## src/hdl/spq_pkg.sv

```systemverilog
`timescale 1ns / 1ps

package spq_pkg;

    localparam int CAPACITY = 16;
    localparam int KEY_W    = 32;
    localparam int VAL_W    = 32;
    localparam int CNT_W    = $clog2(CAPACITY + 1);

    typedef enum logic [0:0] {
        OP_INSERT  = 1'b0,
        OP_EXTRACT = 1'b1
    } op_t;

    typedef enum logic [1:0] {
        STATUS_DONE  = 2'd0,
        STATUS_FULL  = 2'd1,
        STATUS_EMPTY = 2'd2
    } status_t;

    // register byte addresses
    localparam logic [2:0] ADDR_LARGER_FIRST = 3'd0;

    typedef struct packed {
        logic [VAL_W-1:0] value;
        logic [KEY_W-1:0] key;
    } entry_t;

    // per-cell control: at most one bit set
    typedef struct packed {
        logic load_new;
        logic take_left;
        logic take_right;
    } cell_ctrl_t;

    // compare of the incoming key against the key a cell holds
    typedef struct packed {
        logic worse;
        logic same;
    } cell_flags_t;

    // one result beat, last field in the lowest bits
    typedef struct packed {
        logic [1:0]       pad;
        logic [CNT_W-1:0] count;
        logic [VAL_W-1:0] head_value;
        logic [KEY_W-1:0] head_key;
        logic             head_valid;
        logic [VAL_W-1:0] taken_value;
        logic [KEY_W-1:0] taken_key;
    } result_data_t;

    typedef struct packed {
        status_t      status;
        result_data_t data;
    } result_t;

endpackage

```

## src/hdl/sorted_priority_queue_unit.sv

```systemverilog
`timescale 1ns / 1ps

// Sorted priority queue of up to 16 key/value entries, built as a row of cells
// with the best entry in cell 0. Each s_ beat is an insert (s_tuser = 0) or an
// extract (s_tuser = 1) and yields exactly one m_ beat carrying the status, the
// extracted entry (zero unless an extract succeeded), the head after the
// operation and the entry count. Every cell compares the incoming key with its
// own in parallel and either holds, loads the new entry, takes its left
// neighbor (insert) or takes its right neighbor (extract). The block sustains
// one beat per cycle while s_tready is high, and a result appears on m_ the
// cycle after its beat is accepted unless an earlier result still waits
// there. A two-slot output buffer lets a second beat enter while a result
// still waits; s_tready drops only when both slots are occupied.
// An insert ranks behind every strictly better key and ahead of equal keys,
// but never ahead of an equal head.
// Insert into a full queue returns status 1, extract from an empty queue
// status 2; the queue is left untouched in both cases. Register larger_first
// (address 0x0, bit 0) selects largest key first; write it only while idle.
module sorted_priority_queue_unit (
    input  logic          aclk,
    input  logic          aresetn,

    input  logic          s_tvalid,
    output logic          s_tready,
    input  logic [63:0]   s_tdata,   // item_key[31:0], item_value[63:32]
    input  logic [0:0]    s_tuser,   // op[0]

    output logic          m_tvalid,
    input  logic          m_tready,
    output logic [135:0]  m_tdata,   // taken_key[31:0], taken_value[63:32],
                                     // head_valid[64], head_key[96:65],
                                     // head_value[128:97], count[133:129], zero pad
    output logic [1:0]    m_tuser,   // status[1:0]

    input  logic          psel,
    input  logic          penable,
    input  logic          pwrite,
    input  logic [2:0]    paddr,
    input  logic [31:0]   pwdata,
    output logic [31:0]   prdata,
    output logic          pready
);

    localparam int N = spq_pkg::CAPACITY;

    logic                       larger_first_reg;
    logic [spq_pkg::CNT_W-1:0]  count_reg;
    logic [spq_pkg::CNT_W-1:0]  count_next;

    spq_pkg::entry_t      new_entry;
    spq_pkg::entry_t      cell_entry [N];
    spq_pkg::entry_t      left_in    [N];
    spq_pkg::entry_t      right_in   [N];
    spq_pkg::cell_flags_t cell_flags [N];
    spq_pkg::cell_ctrl_t  cell_ctrl  [N];

    logic [N-1:0] go;      // new key belongs at or before this cell
    logic [N-1:0] ge;      // this cell shifts or loads on insert

    logic             accept;
    logic             is_extract;
    logic             full;
    logic             empty;
    logic             ins_ok;
    logic             ext_ok;
    spq_pkg::result_t result;
    logic             buf_out_valid;
    spq_pkg::result_t buf_out;

    // ---------------------------------------------------------------- config
    assign pready = 1'b1;

    always_ff @(posedge aclk) begin
        if (!aresetn) begin
            larger_first_reg <= 1'b0;
        end else if (psel && penable && pwrite && pready
                     && paddr == spq_pkg::ADDR_LARGER_FIRST) begin
            larger_first_reg <= pwdata[0];
        end
    end

    always_comb begin
        prdata = '0;
        if (paddr == spq_pkg::ADDR_LARGER_FIRST) begin
            prdata[0] = larger_first_reg;
        end
    end

    // ---------------------------------------------------------------- decode
    assign new_entry.key   = s_tdata[31:0];
    assign new_entry.value = s_tdata[63:32];
    assign is_extract      = (spq_pkg::op_t'(s_tuser[0]) == spq_pkg::OP_EXTRACT);
    assign accept          = s_tvalid && s_tready;
    assign full            = (count_reg == spq_pkg::CNT_W'(N));
    assign empty           = (count_reg == '0);
    assign ins_ok          = !is_extract && !full;
    assign ext_ok          = is_extract && !empty;

    // ---------------------------------------------------------------- cell row
    genvar gi;
    generate
        for (gi = 0; gi < N; gi++) begin : g_cell
            // neighbors: cell 0 has no left, the last cell no right
            if (gi == 0) begin : g_left_edge
                assign left_in[gi] = new_entry;
                // head: take only a strictly better key, or fill an empty row
                assign go[gi] = empty || (!cell_flags[gi].worse && !cell_flags[gi].same);
                assign ge[gi] = go[gi];

                always_comb begin
                    cell_ctrl[gi].take_right = accept && ext_ok;
                    cell_ctrl[gi].load_new   = accept && ins_ok && ge[gi];
                    cell_ctrl[gi].take_left  = 1'b0;
                end
            end else begin : g_left
                assign left_in[gi] = cell_entry[gi-1];
                // behind the head: stop at the first key that is not better,
                // or at the first empty cell
                assign go[gi] = (spq_pkg::CNT_W'(gi) >= count_reg) || !cell_flags[gi].worse;
                assign ge[gi] = go[gi] || go[0];

                always_comb begin
                    cell_ctrl[gi].take_right = accept && ext_ok;
                    cell_ctrl[gi].load_new   = accept && ins_ok && ge[gi] && !ge[gi-1];
                    cell_ctrl[gi].take_left  = accept && ins_ok && ge[gi] && ge[gi-1];
                end
            end

            if (gi == N - 1) begin : g_right_edge
                assign right_in[gi] = cell_entry[gi];
            end else begin : g_right
                assign right_in[gi] = cell_entry[gi+1];
            end

            spq_cell u_cell (
                .aclk         (aclk),
                .ctrl         (cell_ctrl[gi]),
                .larger_first (larger_first_reg),
                .new_entry    (new_entry),
                .left_entry   (left_in[gi]),
                .right_entry  (right_in[gi]),
                .entry        (cell_entry[gi]),
                .flags        (cell_flags[gi])
            );
        end
    endgenerate

    // ---------------------------------------------------------------- count
    always_comb begin
        count_next = count_reg;
        if (accept && ins_ok) begin
            count_next = count_reg + spq_pkg::CNT_W'(1);
        end else if (accept && ext_ok) begin
            count_next = count_reg - spq_pkg::CNT_W'(1);
        end
    end

    always_ff @(posedge aclk) begin
        if (!aresetn) begin
            count_reg <= '0;
        end else begin
            count_reg <= count_next;
        end
    end

    // ---------------------------------------------------------------- result
    always_comb begin
        spq_pkg::entry_t head;
        result = '0;

        if (ins_ok) begin
            head = go[0] ? new_entry : cell_entry[0];
        end else if (ext_ok) begin
            head = cell_entry[1];
        end else begin
            head = cell_entry[0];
        end

        if (is_extract) begin
            result.status = empty ? spq_pkg::STATUS_EMPTY : spq_pkg::STATUS_DONE;
        end else begin
            result.status = full ? spq_pkg::STATUS_FULL : spq_pkg::STATUS_DONE;
        end

        if (ext_ok) begin
            result.data.taken_key   = cell_entry[0].key;
            result.data.taken_value = cell_entry[0].value;
        end

        // hide the head when the queue ends up empty
        if (count_next != '0) begin
            result.data.head_valid = 1'b1;
            result.data.head_key   = head.key;
            result.data.head_value = head.value;
        end
        result.data.count = count_next;
    end

    // hold finished results; a second slot absorbs one more beat
    spq_skid u_skid (
        .aclk      (aclk),
        .aresetn   (aresetn),
        .in_valid  (s_tvalid),
        .in_ready  (s_tready),
        .in_data   (result),
        .out_valid (buf_out_valid),
        .out_ready (m_tready),
        .out_data  (buf_out)
    );

    assign m_tvalid = buf_out_valid;
    assign m_tdata  = buf_out.data;
    assign m_tuser  = buf_out.status;

    // ---------------------------------------------------------------- checks
    a_count_bound: assert property (@(posedge aclk) disable iff (!aresetn)
        count_reg <= spq_pkg::CNT_W'(N))
        else $error("entry count above capacity");

    a_full_refused: assert property (@(posedge aclk) disable iff (!aresetn)
        (accept && !is_extract && full) |=> (count_reg == spq_pkg::CNT_W'(N)))
        else $error("insert into full queue changed the count");

    a_empty_refused: assert property (@(posedge aclk) disable iff (!aresetn)
        (accept && is_extract && empty) |=> (count_reg == '0))
        else $error("extract from empty queue changed the count");

    a_stall_means_pending: assert property (@(posedge aclk) disable iff (!aresetn)
        !s_tready |-> m_tvalid)
        else $error("input stalled with no result pending");

endmodule

```

## src/hdl/spq_cell.sv

```systemverilog
`timescale 1ns / 1ps

module spq_cell (
    input  logic                 aclk,
    input  spq_pkg::cell_ctrl_t  ctrl,
    input  logic                 larger_first,
    input  spq_pkg::entry_t      new_entry,
    input  spq_pkg::entry_t      left_entry,
    input  spq_pkg::entry_t      right_entry,
    output spq_pkg::entry_t      entry,
    output spq_pkg::cell_flags_t flags
);

    spq_pkg::entry_t entry_reg;
    spq_pkg::entry_t entry_next;

    // rank the incoming key against the held one
    always_comb begin
        flags.same  = (new_entry.key == entry_reg.key);
        flags.worse = larger_first ? (new_entry.key < entry_reg.key)
                                   : (new_entry.key > entry_reg.key);
    end

    always_comb begin
        priority if (ctrl.load_new) begin
            entry_next = new_entry;
        end else if (ctrl.take_left) begin
            entry_next = left_entry;
        end else if (ctrl.take_right) begin
            entry_next = right_entry;
        end else begin
            entry_next = entry_reg;
        end
    end

    always_ff @(posedge aclk) begin
        entry_reg <= entry_next;
    end

    assign entry = entry_reg;

endmodule

```

## src/hdl/spq_skid.sv

```systemverilog
`timescale 1ns / 1ps

module spq_skid (
    input  logic             aclk,
    input  logic             aresetn,
    input  logic             in_valid,
    output logic             in_ready,
    input  spq_pkg::result_t in_data,
    output logic             out_valid,
    input  logic             out_ready,
    output spq_pkg::result_t out_data
);

    logic             out_valid_reg;
    logic             skid_valid_reg;
    spq_pkg::result_t out_reg;
    spq_pkg::result_t skid_reg;

    logic push;
    logic take;

    assign in_ready  = !skid_valid_reg;
    assign push      = in_valid && in_ready;
    assign take      = out_valid_reg && out_ready;
    assign out_valid = out_valid_reg;
    assign out_data  = out_reg;

    always_ff @(posedge aclk) begin
        if (!aresetn) begin
            out_valid_reg  <= 1'b0;
            skid_valid_reg <= 1'b0;
        end else if (skid_valid_reg) begin
            if (take) begin
                skid_valid_reg <= 1'b0;
            end
        end else if (push) begin
            if (out_valid_reg && !take) begin
                skid_valid_reg <= 1'b1;
            end else begin
                out_valid_reg <= 1'b1;
            end
        end else if (take) begin
            out_valid_reg <= 1'b0;
        end
    end

    always_ff @(posedge aclk) begin
        if (skid_valid_reg) begin
            if (take) begin
                out_reg <= skid_reg;
            end
        end else if (push) begin
            if (out_valid_reg && !take) begin
                skid_reg <= in_data;
            end else begin
                out_reg <= in_data;
            end
        end
    end

endmodule

```

## config.mk

```make
export PLATFORM = sky130hd
export DESIGN_NAME = sorted_priority_queue_unit
export DESIGN_NICKNAME = d
export VERILOG_FILES = /design/src/hdl/spq_pkg.sv /design/src/hdl/sorted_priority_queue_unit.sv /design/src/hdl/spq_cell.sv /design/src/hdl/spq_skid.sv
export SDC_FILE = /design/constraint.sdc
export NUM_CORES = 2
export LEC_CHECK = 0
export BUFFER_PORTS_ARGS = -buffer_cell sky130_fd_sc_hd__buf_2
export CORE_MARGIN = 5
export CORE_UTILIZATION = 45
export CTS_BUF_LIST = sky130_fd_sc_hd__clkbuf_16
export DETAILED_ROUTE_END_ITERATION = 7
export MAX_ROUTING_LAYER = met4
export RECOVER_POWER = 25
export SLEW_MARGIN = 40
export SYNTH_ARGS = -nofsm -noshare
export SYNTH_HDL_FRONTEND = slang
export SYNTH_SLANG_ARGS = --single-unit
```

## constraint.sdc

```tcl
create_clock -name aclk -period 20 [get_ports aclk]
set_clock_uncertainty 0.05 [all_clocks]
set_input_delay 4 -clock aclk [delete_from_list [all_inputs] [get_ports aclk]]
set_output_delay 4 -clock aclk [all_outputs]
set_load 0.02 [all_outputs]
```

==> out/metrics.yaml <==
status: "finished, violations left"
violations: "max-capacitance violations, max-slew violations"
holdBufCountCts: 0
synthFlopType: "edfxtp_1"
antenna_found_initial: 4
grt.total_usage_pct: 25.80
crit_path_end: "g_cell[0].u_cell.entry[30]$_DFFE_PP_"
synth-seq-area-share_pct: 50.91
die_area_um2: 178900
largest_reg_flops: 1024
synth.avg_cell_area_um2: 10.90
async_flop_share_pct: 0
synthXorXnorAreaFrac_pct: 0.07987
post_cts_resized: 0
slowest_stage: "clkbuf_1"
critPathMaxFanout: 65
drt_drc_violations_left: 0
die_h_um: 423
min_path_cells: 2
clk_pin_slew_ns: 0.06
combPwrFrac_pct: 22.9
core_area_um2: 169500
cts_max_level: 4
synth_seq_cells: 1304
port-buffer-count: 214
worstReg2RegStart: "count_reg[1]$_SDFF_PN0_"
final_net_count: 7633
ys.warnings.count: 0
fin_area_um2: 84130
slew_headroom_pct: -249.6
dp_hpwl_um: 153000
synth-edff-count: 1296
power_frac_clock_pct: 31.8
drt_iter0_markers: 5313
boundaryPins: 280
cp.required_ns: 20.57
peakVddDrop_mv: 0.09522
cts_num_sinks: 1304
grtUsageMet3_pct: 3.534
fin_crit_sh_pct: 59.73
drt-pass1-iter-count: 6
met2_usage_pct: 40.92
path_class: "in -> reg"
setup_violations: 0
cp_num_buf_inv: 3
cts-buffers-inserted: 148
crit_path_end_kind: "flip-flop"
fp.dieW_um: 423
seqCellArea_um2: 39080
placed_area_um2: 79720
globalRouteOverflowTotal: 0
grt_pass1_vias: 55420
max_stage_delay_ns: 3.67
syn_to_final_growth_pct: 9.606
intPower_mw: 5.749
power.leakage_nw: 35.67
period_minus_slack_ns: 11.95
power.density_nw_per_um2: 100.3
crit_start: "s_tdata[21]"
wl_per_cell_um: 24.66
vias: 55790
insertion_delay_ns: 0.81
tns_ns: 0
finalWirelength_um: 230500
reg2reg_slack_ns: 10.40
initial_utilization_pct: 45.29
cts_tree: "done"
clockBufferDepth: 3
ant_nets: 0
arrival_ns: 12.51
rsz0062_at_grt: "no"
synth_top_family_by_area: "multiplexers"
p_seq_share_pct: 45.4
hold_ws_ns: 0.4683
grt_use_met1_pct: 34.47
place_congestion: 0.9305
p_sw_mw: 2.688
drive_above_1_share_pct: 8.782
crit_chain: "buf_2 -> clkbuf_1 -> ha_1 -> a21oi_1 -> o21ai_0 -> a21oi_1 -> nand3b_1 -> o31a_1 -> or3_1 -> nand2_4 -> clkbuf_1 -> mux2_2"
post_cts_buffers: 0
grt_pass1_wl_um: 347800
finalCoreUtilization_pct: 49.64
drv_cap: 19
cts-root-buf: "clkbuf_16"
cp_num_cells: 12
synth_simple_gate_area_share_pct: 8.283
syn_inst: 7041
synthAdderAreaFrac_pct: 8.428
hp-class: "reg -> reg"
grt_max_degree: 129
tightestPinTransition_ns: 5.244
synthMuxAreaShare_pct: 14.26
grt-busiest-layer: "met2"
drv_slew: 783
swShare_pct: 31.86
reg2reg_depth: 14
n_fill_cell: 15310
synth_compound_area_share_pct: 12.22
final_cell_mix: "1296 x edfxtp_1, 870 x mux2i_1, 658 x a21oi_1"
viasPerCell: 5.969
ys_types: 73
startpoint_type: "input port"
rows: 151
syn_area_um2: 76760
reg2reg_to: "u_skid.out_data[69]$_DFFE_PP_"
cp_top_family: "buffers and inverters"
clock.fmax_mhz: 83.71
hold_viol: 0
mostFrequentLayoutCell: "edfxtp_1"
multi_input_area_um2: 33670
-- worst min-delay path by stage --
stage | to | start
4_1_cts | g_cell[14].u_cell.entry[47]$_DFFE_PP_ | g_cell[15].u_cell.entry[47]$_DFFE_PP_
3_3_place_gp | g_cell[14].u_cell.entry[47]$_DFFE_PP_ | g_cell[15].u_cell.entry[47]$_DFFE_PP_
5_1_grt | g_cell[14].u_cell.entry[51]$_DFFE_PP_ | g_cell[15].u_cell.entry[51]$_DFFE_PP_
2_1_floorplan | u_skid.out_data[133]$_DFFE_PP_ | u_skid.skid_reg[133]$_DFFE_PP_
6_report | g_cell[14].u_cell.entry[47]$_DFFE_PP_ | g_cell[15].u_cell.entry[47]$_DFFE_PP_
3_5_place_dp | g_cell[14].u_cell.entry[47]$_DFFE_PP_ | g_cell[15].u_cell.entry[47]$_DFFE_PP_
-- layout make-up --
type	instances	share of cell area (%)
diodes	1	0.002974
multi-input cells	4694	40.03
flip-flops and latches	1304	46.45
inverters	517	2.308
clock inverters	117	1.048
clock buffers	152	4.521
repair buffers	344	2.345
well taps	2218	3.299
-- tightest hold or removal path, delay by kind of cell (launching register included) --
family	cells	cell delay (ns)
compound gates	1	0.06
flops	1	0.32
simple gates	1	0.04
-- Yosys cell counts, types with 66 or more instances --
cell type / number / area share, %
a21oi_1: 660 / 4.3
a22oi_1: 66 / 0.65
and2_1: 75 / 0.61
buf_2: 107 / 0.70
clkbuf_1: 360 / 1.8
edfxtp_1: 1296 / 51
ha_1: 517 / 8.4
inv_1: 516 / 2.5
mux2_2: 199 / 2.9
mux2i_1: 870 / 11
nand2_1: 576 / 2.8
nand3_1: 69 / 0.45
nand4_1: 83 / 0.68
nor2_1: 513 / 2.5
o21ai_0: 452 / 2.9
o22ai_1: 70 / 0.57
-- cell families after synthesis --
family,after synthesis
compound gates,1608
simple gates,1459
flops,1304
buf+inv,1075
mux,1069
fa+ha+maj,517
xor+xnor,7
other cells,2
-- power by group through the flow --
stage / logic, mW / clock network (mW) / registers, mW
2_1_floorplan: 1.23 / 0 / 3.84
3_3_place_gp: 1.86 / 0 / 3.87
3_5_place_dp: 1.92 / 0 / 3.87
4_1_cts: 1.93 / 2.73 / 3.82
5_1_grt: 2.12 / 2.85 / 3.86
6_report: 1.93 / 2.68 / 3.83
-- metrics by stage --
stage / power (mW) / setup slack (ns) / instances
floorplan: 5.078 / 8.300 / 7073
global placement: 5.731 / 10.13 / 9070
detailed placement: 5.792 / 10.53 / 9074
CTS: 8.477 / 11.32 / 9343
global route: 8.833 / 7.834 / 9347
finish: 8.438 / 8.054 / 9347
-- layer usage --
metal  wire length, um  vias to the layer above
li1                  -                    25700
met1            101400                    27870
met4              8149                        0
met5                 0                        -
met2            106700                     1838
met3             14280                      382
(Power assumes the default switching activity.)
